$ cat src/acpc_pkg.sv
// Shared types and constants for the arrow cursor pixel classifier.
`timescale 1ns / 1ps
`default_nettype none
package acpc_pkg;

  // Register indexes on the configuration port
  localparam logic REG_HEIGHT = 1'b0;
  localparam logic REG_WIDTH  = 1'b1;

  localparam logic [11:0] HEIGHT_RESET = 12'd768;
  localparam logic [11:0] WIDTH_RESET  = 12'd1024;

  // Pixel kinds
  localparam logic [1:0] KIND_CLEAR   = 2'd0;
  localparam logic [1:0] KIND_OUTLINE = 2'd1;
  localparam logic [1:0] KIND_FILL    = 2'd2;

  // Glyph size floors
  localparam int HALF_MIN   = 4;
  localparam int HEAD_MIN   = 6;
  localparam int STEM_MIN   = 2;
  localparam int RADIUS_MIN = 1;

  // Glyph geometry derived from the screen height.
  // side_a = head - wing, side_b = head + wing.
  typedef struct packed {
    logic [6:0] head;
    logic [5:0] wing;
    logic [6:0] side_a;
    logic [6:0] side_b;
    logic [6:0] radius_sq;
  } glyph_t;

endpackage
`default_nettype wire

$ cat src/acpc_point.sv
// Two-stage solid test of one pixel against the arrow head triangle and stem.
`timescale 1ns / 1ps
`default_nettype none
module acpc_point (
  input  wire logic              clk,
  input  wire logic              en,
  input  acpc_pkg::glyph_t       glyph,
  input  wire logic signed [8:0] px,
  input  wire logic signed [8:0] py,
  output logic                   solid
);
  import acpc_pkg::*;

  logic signed [7:0]  side_a;
  logic signed [7:0]  side_b;
  logic signed [10:0] s;
  logic signed [10:0] two_wing;
  logic [6:0]         s_clamp;
  logic [7:0]         q;
  logic signed [9:0]  ex_next;
  logic signed [9:0]  ey_next;

  // stage A products and stem offsets
  logic signed [17:0] apy, bpx, apx, bpy;
  logic               s_neg, s_pos;
  logic signed [9:0]  ex, ey;

  logic signed [17:0] o1, o3;
  logic signed [20:0] d2;
  logic               neg, pos;

  always_comb begin
    side_a = $signed({1'b0, glyph.side_a});
    side_b = $signed({1'b0, glyph.side_b});
    // projection onto base-end reduces to clamp(s, 0, 2*wing) / 2
    s = 11'(px) + 11'(py) - $signed({3'b000, glyph.head, 1'b0});
    two_wing = $signed({4'b0000, glyph.wing, 1'b0});
    if (s < 0) s_clamp = 7'd0;
    else if (s > two_wing) s_clamp = two_wing[6:0];
    else s_clamp = s[6:0];
    q = {1'b0, glyph.head} + {2'b00, s_clamp[6:1]};
    ex_next = 10'(px) - $signed({2'b00, q});
    ey_next = 10'(py) - $signed({2'b00, q});
  end

  always_ff @(posedge clk) begin
    if (en) begin
      apy   <= side_a * py;
      bpx   <= side_b * px;
      apx   <= side_a * px;
      bpy   <= side_b * py;
      s_neg <= (s < 0);
      s_pos <= (s > 0);
      ex    <= ex_next;
      ey    <= ey_next;
    end
  end

  always_comb begin
    o1 = apy - bpx;
    o3 = apx - bpy;
    neg = (o1 < 0) || (o3 < 0) || s_neg;
    pos = (o1 > 0) || (o3 > 0) || s_pos;
    d2 = ex * ex + ey * ey;
  end

  always_ff @(posedge clk) begin
    if (en) begin
      solid <= !(neg && pos) || (d2 <= $signed({14'd0, glyph.radius_sq}));
    end
  end

endmodule
`default_nettype wire

$ cat config.mk
export PLATFORM = sky130hd
export DESIGN_NAME = acpc_point
export DESIGN_NICKNAME = d
export VERILOG_FILES = /design/src/acpc_pkg.sv /design/src/acpc_point.sv
export SDC_FILE = /design/constraint.sdc
export NUM_CORES = 1
export LEC_CHECK = 0
export ABC_AREA = 1
export ABC_CLOCK_PERIOD_IN_PS = 16020
export BUFFER_PORTS_ARGS = -buffer_cell sky130_fd_sc_hd__buf_2
export CAP_MARGIN = 10
export CORE_MARGIN = 1
export CORE_UTILIZATION = 45
export CTS_CLUSTER_SIZE = 14
export DETAILED_ROUTE_END_ITERATION = 7
export MAX_ROUTING_LAYER = met4
export PLACE_DENSITY = 0.7
export RECOVER_POWER = 100
export SLEW_MARGIN = 20
export SYNTH_ARGS = -nofsm -noshare
export SYNTH_HDL_FRONTEND = slang
export SYNTH_SLANG_ARGS = --single-unit
$ cat constraint.sdc
create_clock -name clk -period 16.02 [get_ports clk]
set_input_delay 2.403 -clock clk [delete_from_list [all_inputs] [get_ports clk]]
set_output_delay 2.403 -clock clk [all_outputs]
set_load 0.05 [all_outputs]
==> results.cfg, run 1 <==
[outcome]
status = finished, violations left
violations = capacitance limit, slew limit

[worst_setup_path]
slowest_stage = clkbuf_1
r2r_end = solid$_DFFE_PP_
cp_slowest_stage_delay_ps = 800
reg2reg_from = ey[9]$_DFFE_PP_
worstSetupPathType = in2reg
ff2ff_path_depth = 24
r2r_slack_ps = 8650
end_kind = flip-flop
crit_fanout = 16
start_kind = primary input
worst_ep_arrival_time_ps = 8610
required_ps = 16130

[final_layout]
regArea_sq_um = 2733
layout-drive-gt1-share = 0.02615
nNetsFinal = 3977
nFillCells = 5471
multi_input_area_sq_um = 18190
area_growth_pct = 4.902

[detailed_routing]
drtAntennaViolNets = 0
dr.pass1.iters = 5
drc = 0
vias_per_cell = 4.709
num_vias = 18660
drt-total-wl_microns = 52700
wl_per_cell_microns = 13.30
drtIter0Drc = 968

[clocking]
clk_pin_slew_worst_paths_ps = 80
clock_sinks = 91
insertion_delay_ps = 370
cts_tree = built
cts_setup_buffers = 0
cts_made_buffers = 9
cts.htree.levels = 3
ctsResizeCount = 0
clock_path_buffers = 2
cts_hold_buf = 0
root_buffer = clkbuf_16

[synth]
synth_cell_types = 41
yosysSeqAreaShare = 0.1087
ys.flop_type = edfxtp_1
avgSynthCellArea_sq_um = 7.837
yosys_warnings = 0
synth.net_count = 3978
syn_area_sq_um = 25140
synthCells = 3208
synth-edff-count = 91
ys_seq_elements = 91
synthArstFlopShare = 0

[timing]
worstMarginPinSlew_ps = 3626
fin_crit_sh = 0.5311
clock_skew_ps = 10.63
max_freq_ghz = 0.1175
finalSetupViolations = 0
max-slew-margin-rel = -1.417
fin_setup_tns_ps = 0
post-route-min-period_ps = 8509
final_hold_viol_count = 0
grt_setup_unrepaired = no
slew_viol_final = 66

[global_routing]
antenna_found_initial = 2
grt_max_degree = 66
grt_pass1_wl_microns = 89890
grt-ovfl-total = 0
grt_pass1_vias = 18720
track_usage = 0.2029

[placed_design]
io_buffer_count = 54
gp_congestion = 0.8826
dp_hpwl_microns = 44760

[floorplanning]
rows = 86
die_h_microns = 238.4
die_area_sq_um = 56820
die_x_microns = 238.4
initial_core_util = 0.4555
ioPinCount = 55
design.core.area_sq_um = 55200

[hold_path]
min_to = solid$_DFFE_PP_
min_from = s_pos$_DFFE_PP_
min_path_cells = 3
min_path_type = reg2reg

[job]
cap_violations = 1
## critical path, delay by kind of cell
kind,cells,cell delay (ps)
buffers and inverters,6,1160
xor gates and xnor gates,3,610
and+or+nand+nor,8,990
adders and majority gates,6,2130
AOI/OAI and AO/OA,8,1290
## layout make-up
type / instances / area share
Inverter: 1053 / 0.1500
Sequential cell: 91 / 0.1036
Tap cell: 748 / 0.03549
Timing Repair Buffer: 55 / 0.01006
Multi-Input combinational cell: 1997 / 0.6898
Clock buffer: 10 / 0.008682
Antenna cell: 2 / 0.0001898
Clock inverter: 6 / 0.002182
## cell families after synthesis
family	after synthesis	share of synthesized area
buf+inv	1120	0.1673
simple gates	955	0.1541
fa+ha+maj	716	0.4811
compound gates	192	0.04205
xor+xnor	134	0.04668
flops	91	0.1087
## per-layer routing
| metal | global-route usage | up-vias | wire [microns] |
|---|---|---|---|
| li1 | - | 9303 | - |
| met1 | 0.2597 | 8970 | 23260 |
| met2 | 0.3514 | 348 | 26410 |
| met3 | 0.01585 | 38 | 2184 |
| met4 | 0.04332 | 0 | 843 |
| met5 | - | - | 0 |
## synth_stat cells (5+ instances only)
cell / number / area, sq um
nand4_1: 22 / 137.6
fa_1: 418 / 8368
nand3_1: 86 / 430.4
o21bai_1: 8 / 60.06
nand3b_1: 6 / 45.04
o21ai_0: 35 / 175.2
a21oi_1: 124 / 620.6
nor3_1: 11 / 55.05
inv_1: 1047 / 3930
clkbuf_1: 63 / 236.5
nand2_1: 707 / 2654
and2_1: 7 / 43.79
inv_2: 5 / 18.77
xor2_1: 78 / 683.2
ha_1: 298 / 3729
a21o_1: 5 / 37.54
edfxtp_1: 91 / 2733
xnor2_1: 56 / 490.5
nor2_1: 101 / 379.1
## worst max-delay path by stage
stage / from / end / slack [ps]
after floorplan: px[2] / ex[8]$_DFFE_PP_ / 8410
final: px[4] / ex[8]$_DFFE_PP_ / 7510
after global routing: px[4] / ex[8]$_DFFE_PP_ / 6750
after CTS: px[2] / ex[8]$_DFFE_PP_ / 8070
after global placement: px[2] / ex[8]$_DFFE_PP_ / 7730
after detailed placement: px[2] / ex[8]$_DFFE_PP_ / 7730
## flip-flops by register name, summed over array words and instances, names as in the netlist
name / count
ex: 10
bpx: 17
ey: 10
solid: 1
apx: 17
bpy: 17
s_pos: 1
apy: 17
s_neg: 1
## layout by cell type, fill, tap and decap left out, drive strengths merged, types with 18 or more instances in the layout
cell	count
nand4	22
fa	418
nor2	103
clkbuf	18
xor2	78
inv	1056
o21ai	36
nand2	714
ha	298
buf	47
a21oi	125
edfxtp	91
nand3	88
xnor2	56
## metrics by stage
stage	instances	worst slack, ps	instance area, sq um	hold slack (ps)	utilization
finish	3962	7511	26370	742.4	0.4778
global route	3962	6748	26370	771.5	0.4778
CTS	3960	8072	26390	756.9	0.4781
detailed placement	3944	7730	26110	738.6	0.4729
global placement	3944	7731	26110	733.1	0.4729
floorplan	3208	8412	25140	616.3	-
Power of run 1 is not shown: default switching activity piles up to over one toggle a cycle in this logic, so the estimate is an artifact.
==> run 2: changes to the inputs <==
--- a/config.mk
+++ b/config.mk
@@ -6,7 +6,7 @@
 export NUM_CORES = 1
 export LEC_CHECK = 0
 export ABC_AREA = 1
-export ABC_CLOCK_PERIOD_IN_PS = 16020
+export ABC_CLOCK_PERIOD_IN_PS = 8600
 export BUFFER_PORTS_ARGS = -buffer_cell sky130_fd_sc_hd__buf_2
 export CAP_MARGIN = 10
 export CORE_MARGIN = 1
==> constraint.sdc (replaced) <==
create_clock -name clk -period 8.6 [get_ports clk]
set_input_delay 1.29 -clock clk [delete_from_list [all_inputs] [get_ports clk]]
set_output_delay 1.29 -clock clk [all_outputs]
set_load 0.05 [all_outputs]
==> run 2 against run 1 <==
The run still ends with capacitance limit, slew limit left; utilization rose by 0.054 points; die area did not move; sequential share of layout area is essentially flat; flip-flop and latch count did not move.
==> results.cfg, run 2 (same netlist as run 1, synthesis figures left out) <==
[final_layout]
final_common_cell = inv_1
nFillCells = 5465
area_growth_pct = 5.022
final_cell_area_sq_um = 26400
multi_input_area_sq_um = 18180
nNetsFinal = 3980
regArea_sq_um = 2733
layout-drive-gt1-share = 0.02706
final_cell_mix = 1047 x inv_1, 708 x nand2_1, 418 x fa_1
stdcell_count = 3967

[detailed_routing]
vias_per_cell = 4.736
drc = 0
dr.pass1.iters = 5
drtAntennaViolNets = 0
met3WireLength_microns = 2844
num_vias = 18790
wl_per_cell_microns = 13.41
wl_met2_microns = 26140
drtIter0Drc = 1064
top_layer = met4
met1_length_microns = 22620
drt-total-wl_microns = 53200

[worst_setup_path]
cpMostUsedCell = inv_1
cp_slowest_stage_delay_ps = 830
worstSetupPathType = in2reg
worst_ep_arrival_time_ps = 7500
end_kind = flip-flop
start_kind = primary input
slowest_stage = clkbuf_1
required_ps = 8700
ff2ff_path_depth = 24
crit_fanout = 16

[timing]
max-slew-margin-rel = -1.488
grt_setup_unrepaired = no
slew_viol_final = 67
finalSetupViolations = 0
worstMarginPinSlew_ps = 3732
fin_setup_tns_ps = 0
final_hold_viol_count = 0
fin_crit_sh = 0.8603
clock_skew_ps = 10.23
post-route-min-period_ps = 7398
setup_ws_ps = 1202
max_freq_ghz = 0.1352

[placed_design]
dp.cells = 3947
io_buffer_count = 54
pre_cts_slack_ps = 1445
dp_hpwl_microns = 44980
placed_area_sq_um = 26130
gp_congestion = 0.8912

[floorplanning]
die_area_sq_um = 56820
rows = 86
initial_core_util = 0.4555
design.core.area_sq_um = 55200
die_x_microns = 238.4
ioPinCount = 55
die_h_microns = 238.4

[outcome]
status = finished, violations left
violations = capacitance limit, slew limit

[clocking]
cts_hold_buf = 0
cts_tree = built
ctsResizeCount = 0
cts_made_buffers = 9
cts.htree.levels = 3
cts_setup_buffers = 0
clock_path_buffers = 2
clk_pin_slew_worst_paths_ps = 70
insertion_delay_ps = 370
root_buffer = clkbuf_16
clock_sinks = 91

[job]
cap_violations = 1

[global_routing]
antenna_found_initial = 4
grt_max_degree = 67
track_usage = 0.2042
grt_pass1_wl_microns = 90370
grt-ovfl-total = 0
grt_pass1_vias = 19090

[hold_path]
min_path_cells = 2
min_path_type = reg2reg
==> run 2: cell types whose count changed in the layout (fill, tap and decap cells not counted), moves of 2 or more <==
cell	change
clkinvlp_4	-2
buf_2	+2
buf_4	+3
diode_2	+2
clkbuf_1	-2
==> run 2: path summary, 6_finish.rpt <==
| path | startpoint | to | slack (ps) |
|---|---|---|---|
| min reg2reg | s_neg$_DFFE_PP_ | solid$_DFFE_PP_ | 700 |
| max reg2reg | ey[9]$_DFFE_PP_ | solid$_DFFE_PP_ | 1590 |
| max | px[7] | ex[8]$_DFFE_PP_ | 1200 |
| min | s_neg$_DFFE_PP_ | solid$_DFFE_PP_ | 700 |
==> run 2: cell type report <==
type | count | share of cell area
Multi-Input combinational cell | 1997 | 0.6885
Inverter | 1053 | 0.1498
Sequential cell | 91 | 0.1035
Tap cell | 748 | 0.03545
Timing Repair Buffer | 58 | 0.01099
Clock buffer | 10 | 0.008672
Clock inverter | 6 | 0.002748
Antenna cell | 4 | 0.0003791
==> run 2: per-stage QoR <==
stage | hold slack [ps] | utilization
5_1_grt | 732.6 | 0.4783
2_1_floorplan | 616.3 | -
3_3_place_gp | 681.2 | 0.4733
3_5_place_dp | 692.9 | 0.4733
6_report | 699.1 | 0.4783
4_1_cts | 696.8 | 0.4788
==> run 2: critical path: cells and delay by family <==
family | cells | cell delay [ps]
buffers and inverters | 8 | 1370
AO/OA/AOI/OAI | 6 | 1320
AND/OR/NAND/NOR | 9 | 1370
adder cells (fa/ha/maj) | 5 | 1810
XOR/XNOR | 2 | 310
==> run 2: metal layers <==
metal | up-vias | GRT usage
met1 | 8960 | 0.2542
met3 | 69 | 0.02545
met2 | 447 | 0.3446
met4 | 0 | 0.06624
li1 | 9312 | -
met5 | - | -
Power of run 2 is left out for the same reason.
==> run 3: changes to the inputs <==
--- a/config.mk
+++ b/config.mk
@@ -14,9 +14,8 @@
 export CTS_CLUSTER_SIZE = 14
 export DETAILED_ROUTE_END_ITERATION = 7
 export MAX_ROUTING_LAYER = met4
-export PLACE_DENSITY = 0.7
 export RECOVER_POWER = 100
-export SLEW_MARGIN = 20
+export SLEW_MARGIN = 10
 export SYNTH_ARGS = -nofsm -noshare
 export SYNTH_HDL_FRONTEND = slang
 export SYNTH_SLANG_ARGS = --single-unit
==> run 3 against run 2 <==
The run still ends with capacitance limit, slew limit left; final cell count about the same; clock skew decreased by 5.1 ps; critical path depth decreased by 6; flip-flop and latch count unchanged; sequential share of layout area about the same.
==> results.cfg, run 3 (same netlist as run 1, synthesis figures left out) <==
[timing]
holdWs_ps = 777.3
worstMarginPinSlew_ps = 3108
clock_skew_ps = 5.108
max_freq_ghz = 0.1393
grt_setup_unrepaired = no
fin_crit_sh = 0.8349
post-route-min-period_ps = 7180
final_hold_viol_count = 0
finalSetupViolations = 0
max-slew-margin-rel = -1.072
slew_viol_final = 94
fin_setup_tns_ps = 0

[worst_setup_path]
start_kind = flip-flop
crit_family = adder cells
end_kind = flip-flop
r2r_slack_ps = 1420
ff2ff_path_depth = 24
cp.depth = 24
worstSetupPathType = reg2reg
crit_buf_inv = 7
crit_path_cell_trace = nand2_1 -> fa_1 -> inv_1 -> fa_1 -> inv_1 -> fa_1 -> inv_1 -> fa_1 -> fa_1 -> fa_1 -> inv_1 -> fa_1 -> inv_1 -> ha_1 -> a21oi_1 -> nor2_1 -> a211oi_1 -> o21ai_0 -> a21oi_1 -> inv_1 -> nand2_1 -> nand2_1 -> inv_1 -> nand4_1
crit_fanout = 16
worst_ep_arrival_time_ps = 7280
required_ps = 8700
slowest_stage = edfxtp_1
reg2reg_from = ey[9]$_DFFE_PP_
cp_slowest_stage_delay_ps = 750
r2r_end = solid$_DFFE_PP_

[clocking]
cts_setup_buffers = 0
clock_sinks = 91
cts.htree.levels = 3
insertion_delay_ps = 350
clock_path_buffers = 2
ctsResizeCount = 0
cts_made_buffers = 9
cts_hold_buf = 0
cts_tree = built
root_buffer = clkbuf_16
clk_pin_slew_worst_paths_ps = 70

[floorplanning]
ioPinCount = 55
die_x_microns = 238.4
rows = 86
design.core.area_sq_um = 55200
die_h_microns = 238.4
die_area_sq_um = 56820
initial_core_util = 0.4555

[outcome]
status = finished, violations left
violations = capacitance limit, slew limit

[final_layout]
final_cell_mix = 1047 x inv_1, 707 x nand2_1, 418 x fa_1
fin_util = 0.4788
area_growth_pct = 5.116
nNetsFinal = 3978
final_common_cell = inv_1
final_cell_area_sq_um = 26430
layout-drive-gt1-share = 0.02677

[detailed_routing]
drt-total-wl_microns = 55500
num_vias = 18330
drtIter0Drc = 1016
dr.pass1.iters = 5
drtAntennaViolNets = 0
wl_per_cell_microns = 14.00
vias_per_cell = 4.625
drc = 0

[global_routing]
grt_pass1_vias = 18180
grt-ovfl-total = 0
grt_max_degree = 58
track_usage = 0.2127
antenna_found_initial = 5
grt_pass1_wl_microns = 92590

[hold_path]
min_path_cells = 3
min_to = solid$_DFFE_PP_
min_path_type = reg2reg
min_from = s_pos$_DFFE_PP_

[placed_design]
io_buffer_count = 54
gp_congestion = 0.9027
dp_hpwl_microns = 47700
placed_area_sq_um = 26110

[job]
cap_violations = 2
[run 3: worst max-delay path by stage]
| stage | start | end |
|---|---|---|
| CTS | ey[9]$_DFFE_PP_ | solid$_DFFE_PP_ |
| global route | ey[9]$_DFFE_PP_ | solid$_DFFE_PP_ |
| detailed placement | py[2] | ex[8]$_DFFE_PP_ |
| global placement | py[2] | ex[8]$_DFFE_PP_ |
| floorplan | px[2] | ex[8]$_DFFE_PP_ |
| finish | ey[9]$_DFFE_PP_ | solid$_DFFE_PP_ |
[run 3: layer usage]
layer | vias up | GRT usage | part of all wire
li1 | 9304 | - | -
met1 | 8689 | 0.3070 | 0.49
met2 | 302 | 0.3311 | 0.45
met3 | 37 | 0.01874 | 0.045
met4 | 0 | 0.03380 | 0.013
met5 | - | - | 0
[run 3: stage by stage]
stage / setup WS [ps] / instances
floorplan: 2105 / 3208
CTS: 1413 / 3961
finish: 1420 / 3964
global route: 989.2 / 3963
detailed placement: 1361 / 3945
global placement: 1458 / 3945
[run 3: worst register-to-register path, stage by stage (launching register included)]
cell	delay [ps]
edfxtp_1	750
nand2_1	260
fa_1	690
inv_1	140
fa_1	680
inv_1	160
fa_1	560
inv_1	60
fa_1	500
fa_1	510
fa_1	540
inv_1	50
fa_1	530
inv_1	40
ha_1	320
a21oi_1	210
nor2_1	60
a211oi_1	220
o21ai_0	140
a21oi_1	180
inv_1	60
nand2_1	60
nand2_1	50
inv_1	40
nand4_1	80
[run 3: layout make-up]
class                   count  area (sq um)
diodes                      3         7.507
clock inverters             6         97.59
fillers                  5545         28770
multi-input cells        1997         18200
repair buffers             56         274.0
flip-flops and latches     91          2733
inverters                1053          3955
clock buffers              10         229.0
well taps                 748         935.9
Power of run 3 is left out for the same reason.
