### src/acpc_pkg.sv
// Shared types and constants for the arrow cursor pixel classifier.
`timescale 1ns / 1ps
`default_nettype none
package acpc_pkg;

  // Register indexes on the configuration port
  localparam logic REG_HEIGHT = 1'b0;
  localparam logic REG_WIDTH  = 1'b1;

  localparam logic [11:0] HEIGHT_RESET = 12'd768;
  localparam logic [11:0] WIDTH_RESET  = 12'd1024;

  // Pixel kinds
  localparam logic [1:0] KIND_CLEAR   = 2'd0;
  localparam logic [1:0] KIND_OUTLINE = 2'd1;
  localparam logic [1:0] KIND_FILL    = 2'd2;

  // Glyph size floors
  localparam int HALF_MIN   = 4;
  localparam int HEAD_MIN   = 6;
  localparam int STEM_MIN   = 2;
  localparam int RADIUS_MIN = 1;

  // Glyph geometry derived from the screen height.
  // side_a = head - wing, side_b = head + wing.
  typedef struct packed {
    logic [6:0] head;
    logic [5:0] wing;
    logic [6:0] side_a;
    logic [6:0] side_b;
    logic [6:0] radius_sq;
  } glyph_t;

endpackage
`default_nettype wire

### src/acpc_glyph.sv
// Configuration registers and glyph sizing from the screen height.
`timescale 1ns / 1ps
`default_nettype none
module acpc_glyph #(
  parameter int REF_HEIGHT  = 768,
  parameter int HALF_BASE   = 8,
  parameter int HALF_LIMIT  = 32,
  parameter int THICK_LIMIT = 3
) (
  input  wire logic           clk,
  input  wire logic           rst,
  input  wire logic           cfg_we,
  input  wire logic           cfg_index,
  input  wire logic [11:0]    cfg_wdata,
  output logic [11:0]         screen_height,
  output logic [11:0]         screen_width,
  output acpc_pkg::glyph_t    glyph
);
  import acpc_pkg::*;

  localparam int THICK_STEPS = HALF_LIMIT / HALF_BASE;

  function automatic glyph_t size_glyph(input logic [11:0] height);
    logic [12:0] h;
    logic [19:0] num;
    logic [6:0]  half;
    logic [4:0]  thick;
    logic [3:0]  radius;
    logic [5:0]  stem;
    glyph_t      g;
    h = (height == 12'd0) ? 13'(REF_HEIGHT) : {1'b0, height};
    num = 20'(HALF_BASE) * 20'(h) + 20'(REF_HEIGHT / 2);
    // rounded quotient, clamped, found by threshold compares
    half = 7'(HALF_MIN);
    for (int k = HALF_MIN + 1; k <= HALF_LIMIT; k++) begin
      if (num >= 20'(k * REF_HEIGHT)) half = 7'(k);
    end
    thick = 5'd0;
    for (int k = 1; k <= THICK_STEPS; k++) begin
      if (half >= 7'(k * HALF_BASE)) thick = 5'(k);
    end
    if (thick != 5'd0) thick = thick - 5'd1;
    if (thick > 5'(THICK_LIMIT)) thick = 5'(THICK_LIMIT);
    radius = (thick != 5'd0) ? thick[3:0] : 4'(RADIUS_MIN);
    stem = (half[6:1] < 6'(STEM_MIN)) ? 6'(STEM_MIN) : half[6:1];
    g.head = (half < 7'(HEAD_MIN)) ? 7'(HEAD_MIN) : half;
    g.wing = stem;
    g.side_a = g.head - {1'b0, stem};
    g.side_b = g.head + {1'b0, stem};
    g.radius_sq = 7'(radius * radius);
    return g;
  endfunction

  always_ff @(posedge clk) begin
    if (rst) begin
      screen_height <= HEIGHT_RESET;
      screen_width  <= WIDTH_RESET;
    end else if (cfg_we) begin
      unique case (cfg_index)
        REG_HEIGHT: screen_height <= cfg_wdata;
        REG_WIDTH:  screen_width  <= cfg_wdata;
        default: ;
      endcase
    end
  end

  // registered from the stored screen height
  always_ff @(posedge clk) begin
    glyph <= size_glyph(screen_height);
  end

endmodule
`default_nettype wire

### config.mk
export PLATFORM = sky130hd
export DESIGN_NAME = acpc_glyph
export DESIGN_NICKNAME = d
export VERILOG_FILES = /design/src/acpc_pkg.sv /design/src/acpc_glyph.sv
export SDC_FILE = /design/constraint.sdc
export NUM_CORES = 1
export LEC_CHECK = 0
export BUFFER_PORTS_ARGS = -buffer_cell sky130_fd_sc_hd__buf_2
export CAP_MARGIN = 30
export CORE_ASPECT_RATIO = 0.8
export CORE_MARGIN = 4
export CORE_UTILIZATION = 35
export DETAILED_ROUTE_END_ITERATION = 12
export HOLD_SLACK_MARGIN = 0.15
export SLEW_MARGIN = 5
export SYNTH_ARGS = -nofsm -noshare
export SYNTH_HDL_FRONTEND = slang
export SYNTH_SLANG_ARGS = --single-unit
### constraint.sdc
create_clock -name clk -period 7 [get_ports clk]
set_clock_uncertainty 0.1 [all_clocks]
set_input_delay 0.35 -clock clk [delete_from_list [all_inputs] [get_ports clk]]
set_output_delay 0.35 -clock clk [all_outputs]
set_load 0.02 [all_outputs]
==> impl_metrics.xml, run 1 <==
<?xml version="1.0" encoding="UTF-8"?>
<metrics>
  <group name="clock_tree">
    <metric name="longest_clk_path_bufs" unit="">2</metric>
    <metric name="clock_latency_late_sink" unit="ns">0.30</metric>
    <metric name="cts_buffers" unit="">5</metric>
    <metric name="tritoncts_clock_tree" unit="">built</metric>
    <metric name="cts.htree.levels" unit="">2</metric>
    <metric name="setup_buffers_after_cts" unit="">0</metric>
    <metric name="cts.repair.resized" unit="">0</metric>
    <metric name="worst_setup_hold_path_clk_slew" unit="ns">0.10</metric>
    <metric name="cts_sinks" unit="">52</metric>
    <metric name="postCtsHoldBufs" unit="">0</metric>
    <metric name="cts_root_buffer" unit="">sky130_fd_sc_hd__clkbuf_8</metric>
  </group>
  <group name="cells_and_area">
    <metric name="area_delta_synth_final" unit="%">17.2</metric>
    <metric name="final_area" unit="mm²">0.00331</metric>
    <metric name="nNetsFinal" unit="">430</metric>
    <metric name="share_of_final_layout_standard_cells_stronger_than_drive_strength_1" unit="">0.244</metric>
    <metric name="antennaDiodeCount" unit="">0</metric>
    <metric name="layout.cells.most_common" unit="">sky130_fd_sc_hd__buf_2</metric>
    <metric name="highest_count_cells_in_the_layout_ignoring_fill_and_taps" unit="">sky130_fd_sc_hd__buf_2 (70), sky130_fd_sc_hd__nand2_1 (61), sky130_fd_sc_hd__dfxtp_1 (52)</metric>
  </group>
  <group name="synthesis">
    <metric name="synthesis.area" unit="mm²">0.00282</metric>
    <metric name="ys_async_sr_fraction" unit="">0</metric>
    <metric name="ys_types" unit="">60</metric>
    <metric name="postSynthCellCount" unit="">331</metric>
    <metric name="synthesis.area_per_instance" unit="µm²">8.52</metric>
    <metric name="synth_enable_flop_cells" unit="">0</metric>
    <metric name="synth_flop_cell" unit="">sky130_fd_sc_hd__dfxtp_1</metric>
    <metric name="synthesis.yosys.warnings" unit="">0</metric>
    <metric name="ys_ff_latch" unit="">52</metric>
    <metric name="share_of_synthesized_area_occupied_by_flip_flops_and_latches" unit="">0.369</metric>
  </group>
  <group name="routing">
    <metric name="remaining_drc_errors" unit="">0</metric>
    <metric name="final_antenna_net_count" unit="">0</metric>
    <metric name="avgRoutedWirePerCell" unit="µm">13.7</metric>
    <metric name="drt_wl_total" unit="µm">6870</metric>
    <metric name="detailedRoute.firstPassIterationCount" unit="">4</metric>
    <metric name="post_drt_via_cell_ratio" unit="">4.94</metric>
    <metric name="drt_first_iter_violations" unit="">197</metric>
    <metric name="vias" unit="">2486</metric>
  </group>
  <group name="sta">
    <metric name="setup_repair_after_global_routing_missed_its_margin" unit="">no</metric>
    <metric name="fin_crit" unit="ns">4.11</metric>
    <metric name="setup-violations-final" unit="">0</metric>
    <metric name="timing.setup.tns" unit="ns">0</metric>
    <metric name="drv_slew" unit="">0</metric>
    <metric name="max_slew.worst_pin.slew" unit="ns">0.830</metric>
    <metric name="achievable-frequency" unit="MHz">243</metric>
    <metric name="final_critical_path_share_of_the_clock_period" unit="">0.588</metric>
    <metric name="timing_hold_violations_final" unit="">0</metric>
    <metric name="headroom_to_the_max_slew_limit" unit="">0.443</metric>
  </group>
  <group name="worst_setup_path">
    <metric name="critPathArrivalTime" unit="ns">4.20</metric>
    <metric name="data_required_time_of_the_critical_path" unit="ns">7.08</metric>
    <metric name="timing.critical_path.to_type" unit="">register</metric>
    <metric name="worst_setup_path_start_kind" unit="">register</metric>
    <metric name="crit_type" unit="">reg2reg</metric>
    <metric name="path_max_fanout" unit="">12</metric>
  </group>
  <group name="placement">
    <metric name="placedInstanceArea" unit="mm²">0.00321</metric>
    <metric name="dp_hpwl" unit="µm">5330</metric>
    <metric name="final_replace_weighted_congestion" unit="">0.867</metric>
    <metric name="buffer_ports.inserted" unit="">70</metric>
  </group>
  <group name="pwr">
    <metric name="ir_worst_vdd" unit="mV">0.0935</metric>
    <metric name="static-leakage-power" unit="nW">1.52</metric>
    <metric name="pwr_density_cell" unit="mW/mm²">245</metric>
  </group>
  <group name="floorplan">
    <metric name="floorplan.initialDensity" unit="">0.371</metric>
    <metric name="floorplan.core_area" unit="mm²">0.00760</metric>
    <metric name="floorplan.die.height" unit="µm">88.3</metric>
    <metric name="die_area" unit="mm²">0.00957</metric>
    <metric name="ioPinCount" unit="">74</metric>
    <metric name="num_rows" unit="">28</metric>
    <metric name="die_w" unit="µm">108</metric>
  </group>
  <group name="global_routing">
    <metric name="maximum_number_of_pins_on_one_net_before_global_route_repair" unit="">25</metric>
    <metric name="globalRoute.totalOverflow" unit="">0</metric>
    <metric name="grt.total_usage" unit="">0.147</metric>
    <metric name="initial_antenna_violation_count" unit="">0</metric>
    <metric name="first_global_vias" unit="">2388</metric>
    <metric name="grt_first_pass_wirelength" unit="µm">11400</metric>
  </group>
  <group name="run_status">
    <metric name="status" unit="">finished, final reports clean</metric>
  </group>
  <group name="hold_path">
    <metric name="worst_hold_path_type" unit="">in2reg</metric>
  </group>
  <group name="flow_run">
    <metric name="max-cap-violations" unit="">0</metric>
  </group>
</metrics>
[layer usage]
metal | global-route usage | up-vias | part of all wire
li1 | - | 1265 | -
met1 | 0.207 | 1159 | 0.50
met2 | 0.229 | 58 | 0.45
met3 | 0.0263 | 4 | 0.043
met4 | 0.0459 | 0 | 0.0087
met5 | 0 | - | 0
[cell families (layout without fill, tap and decap cells)]
logic type	after synthesis	after routing	synth area share
simple gates	108	108	0.188
compound gates	98	98	0.227
flops	52	52	0.369
buf+inv	39	95	0.0705
fa+ha+maj	17	17	0.0834
xor+xnor	15	15	0.0572
other cells	1	12	0.00133
mux	1	1	0.00355
[worst max-delay path, cell delays in order (launching register included)]
cell,delay (ns)
sky130_fd_sc_hd__dfxtp_1,0.47
sky130_fd_sc_hd__inv_1,0.08
sky130_fd_sc_hd__ha_1,0.28
sky130_fd_sc_hd__nand3b_1,0.23
sky130_fd_sc_hd__xnor2_2,0.23
sky130_fd_sc_hd__nand2b_1,0.37
sky130_fd_sc_hd__a21boi_0,0.27
sky130_fd_sc_hd__o21ai_1,0.17
sky130_fd_sc_hd__o22ai_2,0.19
sky130_fd_sc_hd__inv_1,0.14
sky130_fd_sc_hd__nor3_1,0.23
sky130_fd_sc_hd__o21a_1,0.17
sky130_fd_sc_hd__ha_1,0.18
sky130_fd_sc_hd__inv_1,0.06
sky130_fd_sc_hd__fa_1,0.43
sky130_fd_sc_hd__o21bai_1,0.18
sky130_fd_sc_hd__a21oi_1,0.10
sky130_fd_sc_hd__xnor2_1,0.12
[stage by stage]
step                cells  hold slack (ns)  power [mW]  setup WS (ns)   util
CTS                   503            0.162       0.820           2.88  0.435
global route          503            0.179       0.865           2.46  0.435
floorplan             342            0.319       0.563           3.35      -
global placement      495            0.339       0.637           3.03  0.422
detailed placement    495            0.344       0.640           2.92  0.422
finish                503            0.172       0.809           2.89  0.435
[power by group]
part | switching (mW) | leakage, nW | internal [mW]
logic | 0.173 | 1.05 | 0.0964
registers | 0.0189 | 0.430 | 0.342
clock network | 0.0980 | 0.0434 | 0.0802
[synthesized netlist by cell type, types with 2 or more instances]
master                     number  area [µm²]
sky130_fd_sc_hd__a31oi_1        6        37.5
sky130_fd_sc_hd__nand2b_1       2        12.5
sky130_fd_sc_hd__nor2b_1        2        12.5
sky130_fd_sc_hd__o21ai_0       13        65.1
sky130_fd_sc_hd__buf_2          2        10.0
sky130_fd_sc_hd__o22ai_1        3        18.8
sky130_fd_sc_hd__clkbuf_1       9        33.8
sky130_fd_sc_hd__xor2_1         4        35.0
sky130_fd_sc_hd__o21a_1         3        22.5
sky130_fd_sc_hd__dfxtp_1       52        1040
sky130_fd_sc_hd__a31o_2         2        17.5
sky130_fd_sc_hd__inv_1         17        63.8
sky130_fd_sc_hd__nand2_1       61         229
sky130_fd_sc_hd__nor3_1         7        35.0
sky130_fd_sc_hd__buf_4          7        52.6
sky130_fd_sc_hd__ha_1          14         175
sky130_fd_sc_hd__a21o_1         6        45.0
sky130_fd_sc_hd__nand3b_1       4        30.0
sky130_fd_sc_hd__and2_1         2        12.5
sky130_fd_sc_hd__o211ai_1       4        30.0
sky130_fd_sc_hd__o211a_1        3        30.0
sky130_fd_sc_hd__o21ai_1        4        20.0
sky130_fd_sc_hd__xnor2_1        7        61.3
sky130_fd_sc_hd__nor4_1         2        12.5
sky130_fd_sc_hd__o21ai_2        3        26.3
sky130_fd_sc_hd__a311oi_1       2        17.5
sky130_fd_sc_hd__buf_6          3        33.8
sky130_fd_sc_hd__xnor2_2        3        48.8
sky130_fd_sc_hd__a21oi_1       36         180
sky130_fd_sc_hd__o21bai_1       3        22.5
sky130_fd_sc_hd__and4_1         2        17.5
sky130_fd_sc_hd__nor2_1        10        37.5
sky130_fd_sc_hd__nand3_1        4        20.0
sky130_fd_sc_hd__fa_1           3        60.1
[state kept, by name (all words and copies together), names as in the netlist]
| register | count |
|---|---|
| glyph | 28 |
| screen_width | 12 |
| screen_height | 12 |
[worst paths after layout]
path	slack, ns	to	from	cells after the start
worst max-delay path	2.89	glyph[11]$_DFF_P_	screen_height[4]$_SDFFE_PP0P_	17
worst min-delay path	0.17	screen_width[10]$_SDFFE_PP1P_	cfg_wdata[10]	3
worst max register to register	2.89	glyph[11]$_DFF_P_	screen_height[4]$_SDFFE_PP0P_	17
worst min register to register	0.36	screen_width[2]$_SDFFE_PP0P_	screen_width[2]$_SDFFE_PP0P_	2
[layout make-up]
| class | count | area, µm² |
|---|---|---|
| Multi-Input combinational cell | 251 | 1620 |
| Inverter | 17 | 63.8 |
| Timing Repair Buffer | 70 | 350 |
| Fill cell | 800 | 4300 |
| Sequential cell | 52 | 1040 |
| Tap cell | 105 | 131 |
| Clock inverter | 2 | 15.0 |
| Clock buffer | 6 | 82.6 |
No activity file was read; power rests on OpenSTA's default activity.
==> inputs of run 2 (changes only) <==
Clock period 7 ns to 3.55 ns, I/O delays scaled along.
==> run 2 against run 1 <==
  * Setup slack lost 2.8 ns
  * Sequential share of layout area shrank 4.2 points
  * Combinational power grew 130%
  * Design area grew 16%
  * First-iteration DRC count shrank 15%
  * Sequential power grew 96%
  * Via count grew 8.9%
  * Global-route usage grew 1.2 points
  * Clock-buffer cell count shrank 1
  * Worst hold slack gained 0.030 ns
  * Utilization grew 7.1 points
==> impl_metrics.xml, run 2 (synthesis results as in run 1) <==
<?xml version="1.0" encoding="UTF-8"?>
<metrics>
  <group name="sta">
    <metric name="fin_crit" unit="ns">3.45</metric>
    <metric name="timing_hold_violations_final" unit="">0</metric>
    <metric name="final_critical_path_share_of_the_clock_period" unit="">0.973</metric>
    <metric name="setup_repair_after_global_routing_missed_its_margin" unit="">yes</metric>
    <metric name="max_slew.worst_pin.slew" unit="ns">0.844</metric>
    <metric name="setup-violations-final" unit="">0</metric>
    <metric name="drv_slew" unit="">0</metric>
    <metric name="headroom_to_the_max_slew_limit" unit="">0.436</metric>
    <metric name="achievable-frequency" unit="MHz">290</metric>
  </group>
  <group name="run_status">
    <metric name="status" unit="">finished, final reports clean</metric>
  </group>
  <group name="hold_path">
    <metric name="hold_start" unit="">rst</metric>
    <metric name="worst_hold_path_type" unit="">in2reg</metric>
  </group>
  <group name="cells_and_area">
    <metric name="reg.largest.list" unit="">glyph: 28 flops, screen_height: 12 flops, screen_width: 12 flops</metric>
    <metric name="nNetsFinal" unit="">476</metric>
    <metric name="antennaDiodeCount" unit="">0</metric>
    <metric name="max_reg_flops" unit="">28</metric>
    <metric name="area_delta_synth_final" unit="%">36.2</metric>
    <metric name="layout.core_utilization" unit="">0.506</metric>
    <metric name="share_of_final_layout_standard_cells_stronger_than_drive_strength_1" unit="">0.347</metric>
    <metric name="layout.cells.most_common" unit="">sky130_fd_sc_hd__buf_2</metric>
    <metric name="highest_count_cells_in_the_layout_ignoring_fill_and_taps" unit="">sky130_fd_sc_hd__buf_2 (70), sky130_fd_sc_hd__nand2_1 (61), sky130_fd_sc_hd__dfxtp_1 (47)</metric>
    <metric name="max_flop_register" unit="">glyph</metric>
    <metric name="final_cell_count_no_fill" unit="">549</metric>
  </group>
  <group name="clock_tree">
    <metric name="cts.htree.levels" unit="">2</metric>
    <metric name="cts_root_buffer" unit="">sky130_fd_sc_hd__clkbuf_8</metric>
    <metric name="cts_buffers" unit="">5</metric>
    <metric name="worst_setup_hold_path_clk_slew" unit="ns">0.09</metric>
    <metric name="tritoncts_clock_tree" unit="">built</metric>
    <metric name="clock_latency_late_sink" unit="ns">0.31</metric>
    <metric name="cts_sinks" unit="">52</metric>
    <metric name="longest_clk_path_bufs" unit="">2</metric>
  </group>
  <group name="worst_setup_path">
    <metric name="timing.critical_path.to_type" unit="">register</metric>
    <metric name="cp_cell_sequence" unit="">buf_4, o2111a_1, buf_4, o21a_1, a211o_1, a311o_1, o211ai_1, o211ai_1, nor3_2, o21a_1, ha_2, inv_2, fa_2, o21bai_1, a21oi_1, xnor2_1</metric>
    <metric name="path_max_fanout" unit="">4</metric>
    <metric name="crit_path_buffers_inverters" unit="">3</metric>
    <metric name="critPathArrivalTime" unit="ns">3.56</metric>
    <metric name="reg_to_reg_startpoint" unit="">screen_height[4]$_SDFFE_PP0P_</metric>
    <metric name="cp-startpoint" unit="">screen_height[4]$_SDFFE_PP0P_</metric>
    <metric name="max_stage_delay" unit="ns">0.37</metric>
    <metric name="data_required_time_of_the_critical_path" unit="ns">3.66</metric>
    <metric name="critical_path.top_delay_family" unit="">compound AO/OA/AOI/OAI gates</metric>
    <metric name="crit_type" unit="">reg2reg</metric>
    <metric name="crit_path_top_delay_cell" unit="">sky130_fd_sc_hd__fa_2</metric>
    <metric name="worst_setup_path_start_kind" unit="">register</metric>
  </group>
  <group name="routing">
    <metric name="drt_first_iter_violations" unit="">167</metric>
    <metric name="avgRoutedWirePerCell" unit="µm">13.5</metric>
    <metric name="drt_wl_total" unit="µm">7400</metric>
    <metric name="detailedRoute.firstPassIterationCount" unit="">4</metric>
    <metric name="post_drt_via_cell_ratio" unit="">4.93</metric>
    <metric name="final_antenna_net_count" unit="">0</metric>
    <metric name="vias" unit="">2708</metric>
    <metric name="remaining_drc_errors" unit="">0</metric>
  </group>
  <group name="floorplan">
    <metric name="num_rows" unit="">28</metric>
    <metric name="floorplan.core_area" unit="mm²">0.00760</metric>
    <metric name="floorplan.die.height" unit="µm">88.3</metric>
    <metric name="floorplan.initialDensity" unit="">0.371</metric>
    <metric name="die_area" unit="mm²">0.00957</metric>
    <metric name="ioPinCount" unit="">74</metric>
    <metric name="die_w" unit="µm">108</metric>
  </group>
  <group name="pwr">
    <metric name="pwr_density_cell" unit="mW/mm²">447</metric>
    <metric name="static-leakage-power" unit="nW">1.80</metric>
    <metric name="ir_worst_vdd" unit="mV">0.204</metric>
  </group>
  <group name="global_routing">
    <metric name="initial_antenna_violation_count" unit="">0</metric>
    <metric name="first_global_vias" unit="">2500</metric>
    <metric name="globalRoute.totalOverflow" unit="">0</metric>
    <metric name="grt_first_pass_wirelength" unit="µm">12100</metric>
    <metric name="maximum_number_of_pins_on_one_net_before_global_route_repair" unit="">25</metric>
    <metric name="grt.total_usage" unit="">0.158</metric>
  </group>
  <group name="placement">
    <metric name="dp_hpwl" unit="µm">5540</metric>
    <metric name="buffer_ports.inserted" unit="">70</metric>
    <metric name="post-place-cells" unit="">521</metric>
    <metric name="final_replace_weighted_congestion" unit="">0.874</metric>
  </group>
  <group name="flow_run">
    <metric name="max-cap-violations" unit="">0</metric>
  </group>
</metrics>
run 2: cell types whose count changed in the layout (fill, tap and decap cells not counted), moves of 4 or more:
cell / before / now
sky130_fd_sc_hd__buf_4: 0 / 33
sky130_fd_sc_hd__dfxtp_1: 52 / 47
sky130_fd_sc_hd__dfxtp_2: 0 / 4
sky130_fd_sc_hd__dlygate4sd3_1: 0 / 12
run 2: per-layer routing:
layer,vias up,global-route usage,routed length [µm]
met2,69,0.233,3210
met1,1273,0.235,3700
met4,0,0.0493,92
li1,1359,-,-
met3,7,0.0277,395
met5,-,0,0
run 2: power by group:
group	switching [mW]	internal, mW
clock network	0.196	0.209
logic	0.367	0.241
registers	0.0319	0.674
run 2: layout make-up:
class	count	area, µm²
Fill cell	731	3760
Multi-Input combinational cell	251	1760
Sequential cell	52	1050
Timing Repair Buffer	116	729
Tap cell	105	131
Clock buffer	5	68.8
Inverter	17	63.8
Clock inverter	3	42.5
run 2: what timing repair did:
item,CTS,global route
endpoints found under the hold margin,24,0
setup endpoints to repair,3,10
resized for setup,9,27
hold buffers,12,0
pin swaps,4,9
buffers inserted,5,3
run 2: final timing paths:
path	endpoint	slack, ns	cells after the start
worst max-delay path	glyph[11]$_DFF_P_	0.1	16
worst min-delay path	screen_width[11]$_SDFFE_PP0P_	0.20	2
worst max register to register	glyph[11]$_DFF_P_	0.1	16
worst min register to register	screen_width[11]$_SDFFE_PP0P_	0.35	2
run 2: worst register-to-register path, delay by kind of cell (launching register included):
kind / cells / cell delay (ns)
xor gates and xnor gates: 1 / 0.12
buffers and inverters: 3 / 0.34
DFF: 1 / 0.33
and+or+nand+nor: 1 / 0.15
adders and majority gates: 2 / 0.57
AOI/OAI and AO/OA: 9 / 1.74
run 2: metrics by stage:
stage / area [µm²] / power, mW / setup WS, ns / hold slack [ns] / TNS [ns]
6_report: 3840 / 1.72 / 0.0972 / 0.201 / 0
5_1_grt: 3840 / 1.83 / -0.0729 / 0.204 / -0.193
4_1_cts: 3700 / 1.72 / 0.00296 / 0.187 / 0
3_5_place_dp: 3410 / 1.29 / -0.0942 / 0.320 / -0.126
3_3_place_gp: 3410 / 1.29 / -0.0684 / 0.310 / -0.0880
2_1_floorplan: 2870 / 1.11 / 0.0227 / 0.147 / 0
==> inputs of run 3 (changes only) <==
Settings changed: BUFFER_PORTS_ARGS -buffer_cell sky130_fd_sc_hd__buf_2 to default, DONT_BUFFER_PORTS from default to 1, RECOVER_POWER from default to 100.
==> run 3 against run 2 <==
  * Utilization is 5.0 points lower
  * Clock power is 1% lower
  * Maximum frequency is 1.3% lower
  * Global-route usage is 1.2 points lower
  * Critical path type unchanged
==> impl_metrics.xml, run 3 (synthesis results as in run 1) <==
<?xml version="1.0" encoding="UTF-8"?>
<metrics>
  <group name="worst_setup_path">
    <metric name="critPathArrivalTime" unit="ns">3.59</metric>
    <metric name="worst_setup_path_start_kind" unit="">register</metric>
    <metric name="rrSetupSlack" unit="ns">0.05</metric>
    <metric name="crit_type" unit="">reg2reg</metric>
    <metric name="timing.critical_path.to_type" unit="">register</metric>
    <metric name="path_max_fanout" unit="">5</metric>
    <metric name="data_required_time_of_the_critical_path" unit="ns">3.64</metric>
  </group>
  <group name="floorplan">
    <metric name="ioPinCount" unit="">74</metric>
    <metric name="num_rows" unit="">28</metric>
    <metric name="die_w" unit="µm">108</metric>
    <metric name="floorplan.die.height" unit="µm">88.3</metric>
    <metric name="floorplan.initialDensity" unit="">0.371</metric>
    <metric name="die_area" unit="mm²">0.00957</metric>
    <metric name="floorplan.core_area" unit="mm²">0.00760</metric>
  </group>
  <group name="sta">
    <metric name="achievable-frequency" unit="MHz">286</metric>
    <metric name="max_slew.worst_pin.slew" unit="ns">0.869</metric>
    <metric name="setup_repair_after_global_routing_missed_its_margin" unit="">yes</metric>
    <metric name="setup-violations-final" unit="">0</metric>
    <metric name="final_critical_path_share_of_the_clock_period" unit="">0.986</metric>
    <metric name="timing_hold_violations_final" unit="">0</metric>
    <metric name="worst_slack" unit="ns">0.0501</metric>
    <metric name="headroom_to_the_max_slew_limit" unit="">0.419</metric>
    <metric name="drv_slew" unit="">0</metric>
    <metric name="fin_crit" unit="ns">3.50</metric>
  </group>
  <group name="global_routing">
    <metric name="globalRoute.totalOverflow" unit="">0</metric>
    <metric name="grt_first_pass_wirelength" unit="µm">11300</metric>
    <metric name="maximum_number_of_pins_on_one_net_before_global_route_repair" unit="">25</metric>
    <metric name="initial_antenna_violation_count" unit="">0</metric>
    <metric name="first_global_vias" unit="">2312</metric>
    <metric name="grt.total_usage" unit="">0.146</metric>
  </group>
  <group name="clock_tree">
    <metric name="worst_setup_hold_path_clk_slew" unit="ns">0.09</metric>
    <metric name="clock_latency_late_sink" unit="ns">0.30</metric>
    <metric name="cts_root_buffer" unit="">sky130_fd_sc_hd__clkbuf_8</metric>
    <metric name="cts.htree.levels" unit="">2</metric>
    <metric name="longest_clk_path_bufs" unit="">2</metric>
    <metric name="cts_sinks" unit="">52</metric>
    <metric name="cts_buffers" unit="">5</metric>
    <metric name="tritoncts_clock_tree" unit="">built</metric>
  </group>
  <group name="cells_and_area">
    <metric name="reg.largest.list" unit="">glyph: 28 flops, screen_height: 12 flops, screen_width: 12 flops</metric>
    <metric name="area_delta_synth_final" unit="%">22.8</metric>
    <metric name="max_reg_flops" unit="">28</metric>
    <metric name="share_of_final_layout_standard_cells_stronger_than_drive_strength_1" unit="">0.211</metric>
    <metric name="layout.filler_cells" unit="">723</metric>
    <metric name="highest_count_cells_in_the_layout_ignoring_fill_and_taps" unit="">sky130_fd_sc_hd__nand2_1 (61), sky130_fd_sc_hd__dfxtp_1 (47), sky130_fd_sc_hd__a21oi_1 (36)</metric>
    <metric name="antennaDiodeCount" unit="">0</metric>
    <metric name="layout.cells.most_common" unit="">sky130_fd_sc_hd__nand2_1</metric>
    <metric name="nNetsFinal" unit="">407</metric>
    <metric name="final_area" unit="mm²">0.00346</metric>
    <metric name="max_flop_register" unit="">glyph</metric>
    <metric name="final_cell_count_no_fill" unit="">480</metric>
  </group>
  <group name="pwr">
    <metric name="total_power" unit="mW">1.62</metric>
    <metric name="power_report.internal_total" unit="mW">1.06</metric>
    <metric name="power.share.clock" unit="">0.247</metric>
    <metric name="static-leakage-power" unit="nW">1.46</metric>
    <metric name="ir_worst_vdd" unit="mV">0.205</metric>
    <metric name="pwr_density_cell" unit="mW/mm²">469</metric>
    <metric name="power.share.sequential" unit="">0.516</metric>
    <metric name="power.switching_fraction" unit="">0.350</metric>
    <metric name="netSwitchingPower" unit="mW">0.568</metric>
    <metric name="comb_power_share" unit="">0.238</metric>
  </group>
  <group name="placement">
    <metric name="placedInstanceArea" unit="mm²">0.00309</metric>
    <metric name="final_replace_weighted_congestion" unit="">0.944</metric>
    <metric name="placement.setup.worst_slack" unit="ns">-0.111</metric>
    <metric name="post-place-cells" unit="">455</metric>
    <metric name="buffer_ports.inserted" unit="">0</metric>
    <metric name="dp_hpwl" unit="µm">5210</metric>
  </group>
  <group name="routing">
    <metric name="detailedRoute.firstPassIterationCount" unit="">4</metric>
    <metric name="drt_wl_total" unit="µm">6990</metric>
    <metric name="vias" unit="">2416</metric>
    <metric name="final_antenna_net_count" unit="">0</metric>
    <metric name="avgRoutedWirePerCell" unit="µm">14.6</metric>
    <metric name="remaining_drc_errors" unit="">0</metric>
    <metric name="drt_first_iter_violations" unit="">225</metric>
    <metric name="post_drt_via_cell_ratio" unit="">5.03</metric>
  </group>
  <group name="run_status">
    <metric name="status" unit="">finished, final reports clean</metric>
  </group>
  <group name="hold_path">
    <metric name="worst_hold_path_type" unit="">in2reg</metric>
  </group>
  <group name="flow_run">
    <metric name="max-cap-violations" unit="">0</metric>
  </group>
</metrics>
-- run 3: changes by cell type in the layout (fill, tap and decap cells not counted), sizes merged --
cell	previous run	this run
dlygate4sd3	12	15
buf	104	32
-- run 3: path summary, 6_finish.rpt --
kind | from | to | cells after the start
max | screen_height[4]$_SDFFE_PP0P_ | glyph[11]$_DFF_P_ | 16
min | cfg_we | screen_height[6]$_SDFFE_PP0P_ | 3
max reg2reg | screen_height[4]$_SDFFE_PP0P_ | glyph[11]$_DFF_P_ | 16
min reg2reg | screen_width[11]$_SDFFE_PP0P_ | screen_width[11]$_SDFFE_PP0P_ | 2
-- run 3: per-stage QoR --
step,TNS [ns],hold slack (ns),utilization
floorplan,0,0.147,-
global placement,-0.0469,0.146,0.406
detailed placement,-0.122,0.149,0.406
CTS,0,0.222,0.443
global route,-0.300,0.246,0.456
finish,0,0.215,0.456
-- run 3: critical path, stage by stage, from the launching register on --
cell and delay (ns):
sky130_fd_sc_hd__dfxtp_2 0.33, sky130_fd_sc_hd__inv_1 0.09, sky130_fd_sc_hd__ha_4 0.15, sky130_fd_sc_hd__and4b_2 0.26
sky130_fd_sc_hd__o21a_1 0.22, sky130_fd_sc_hd__a211o_1 0.27, sky130_fd_sc_hd__a311o_1 0.36, sky130_fd_sc_hd__o211ai_1 0.12
sky130_fd_sc_hd__o211ai_1 0.13, sky130_fd_sc_hd__nor3_2 0.22, sky130_fd_sc_hd__o21a_1 0.17, sky130_fd_sc_hd__ha_2 0.19
sky130_fd_sc_hd__inv_1 0.05, sky130_fd_sc_hd__fa_2 0.36, sky130_fd_sc_hd__o21bai_1 0.14, sky130_fd_sc_hd__a21oi_1 0.09
sky130_fd_sc_hd__xnor2_1 0.12
-- run 3: cell type report --
class | instances | area, µm² | share of cell area
clock buffer | 5 | 68.8 | 0.0199
tap | 105 | 131 | 0.0379
sequential | 52 | 1050 | 0.302
clock inverter | 3 | 42.5 | 0.0123
timing repair buffer | 47 | 390 | 0.113
inverter | 17 | 63.8 | 0.0184
multi-input combinational | 251 | 1720 | 0.497
-- run 3: metal layers --
layer	vias up	wire length, µm	track usage
met4	0	60	0.0356
li1	1220	-	-
met1	1121	3380	0.207
met3	4	406	0.0284
met5	-	0	0
met2	71	3140	0.232
-- run 3: repair_timing --
| item | 4_1_cts | 5_1_grt |
|---|---|---|
| pin swaps | 0 | 4 |
| hold buffers | 15 | 0 |
| endpoints found under the hold margin | 24 | 0 |
| setup buffers | 0 | 2 |
| endpoints found under the setup margin | 2 | 9 |
| gates resized for setup | 6 | 19 |
-- run 3: power by group through the flow --
stage	combinational [mW]	clock, mW	sequential, mW
finish	0.386	0.400	0.837
global route	0.439	0.443	0.848
CTS	0.369	0.413	0.840
detailed placement	0.347	0	0.853
global placement	0.347	0	0.853
floorplan	0.275	0	0.835
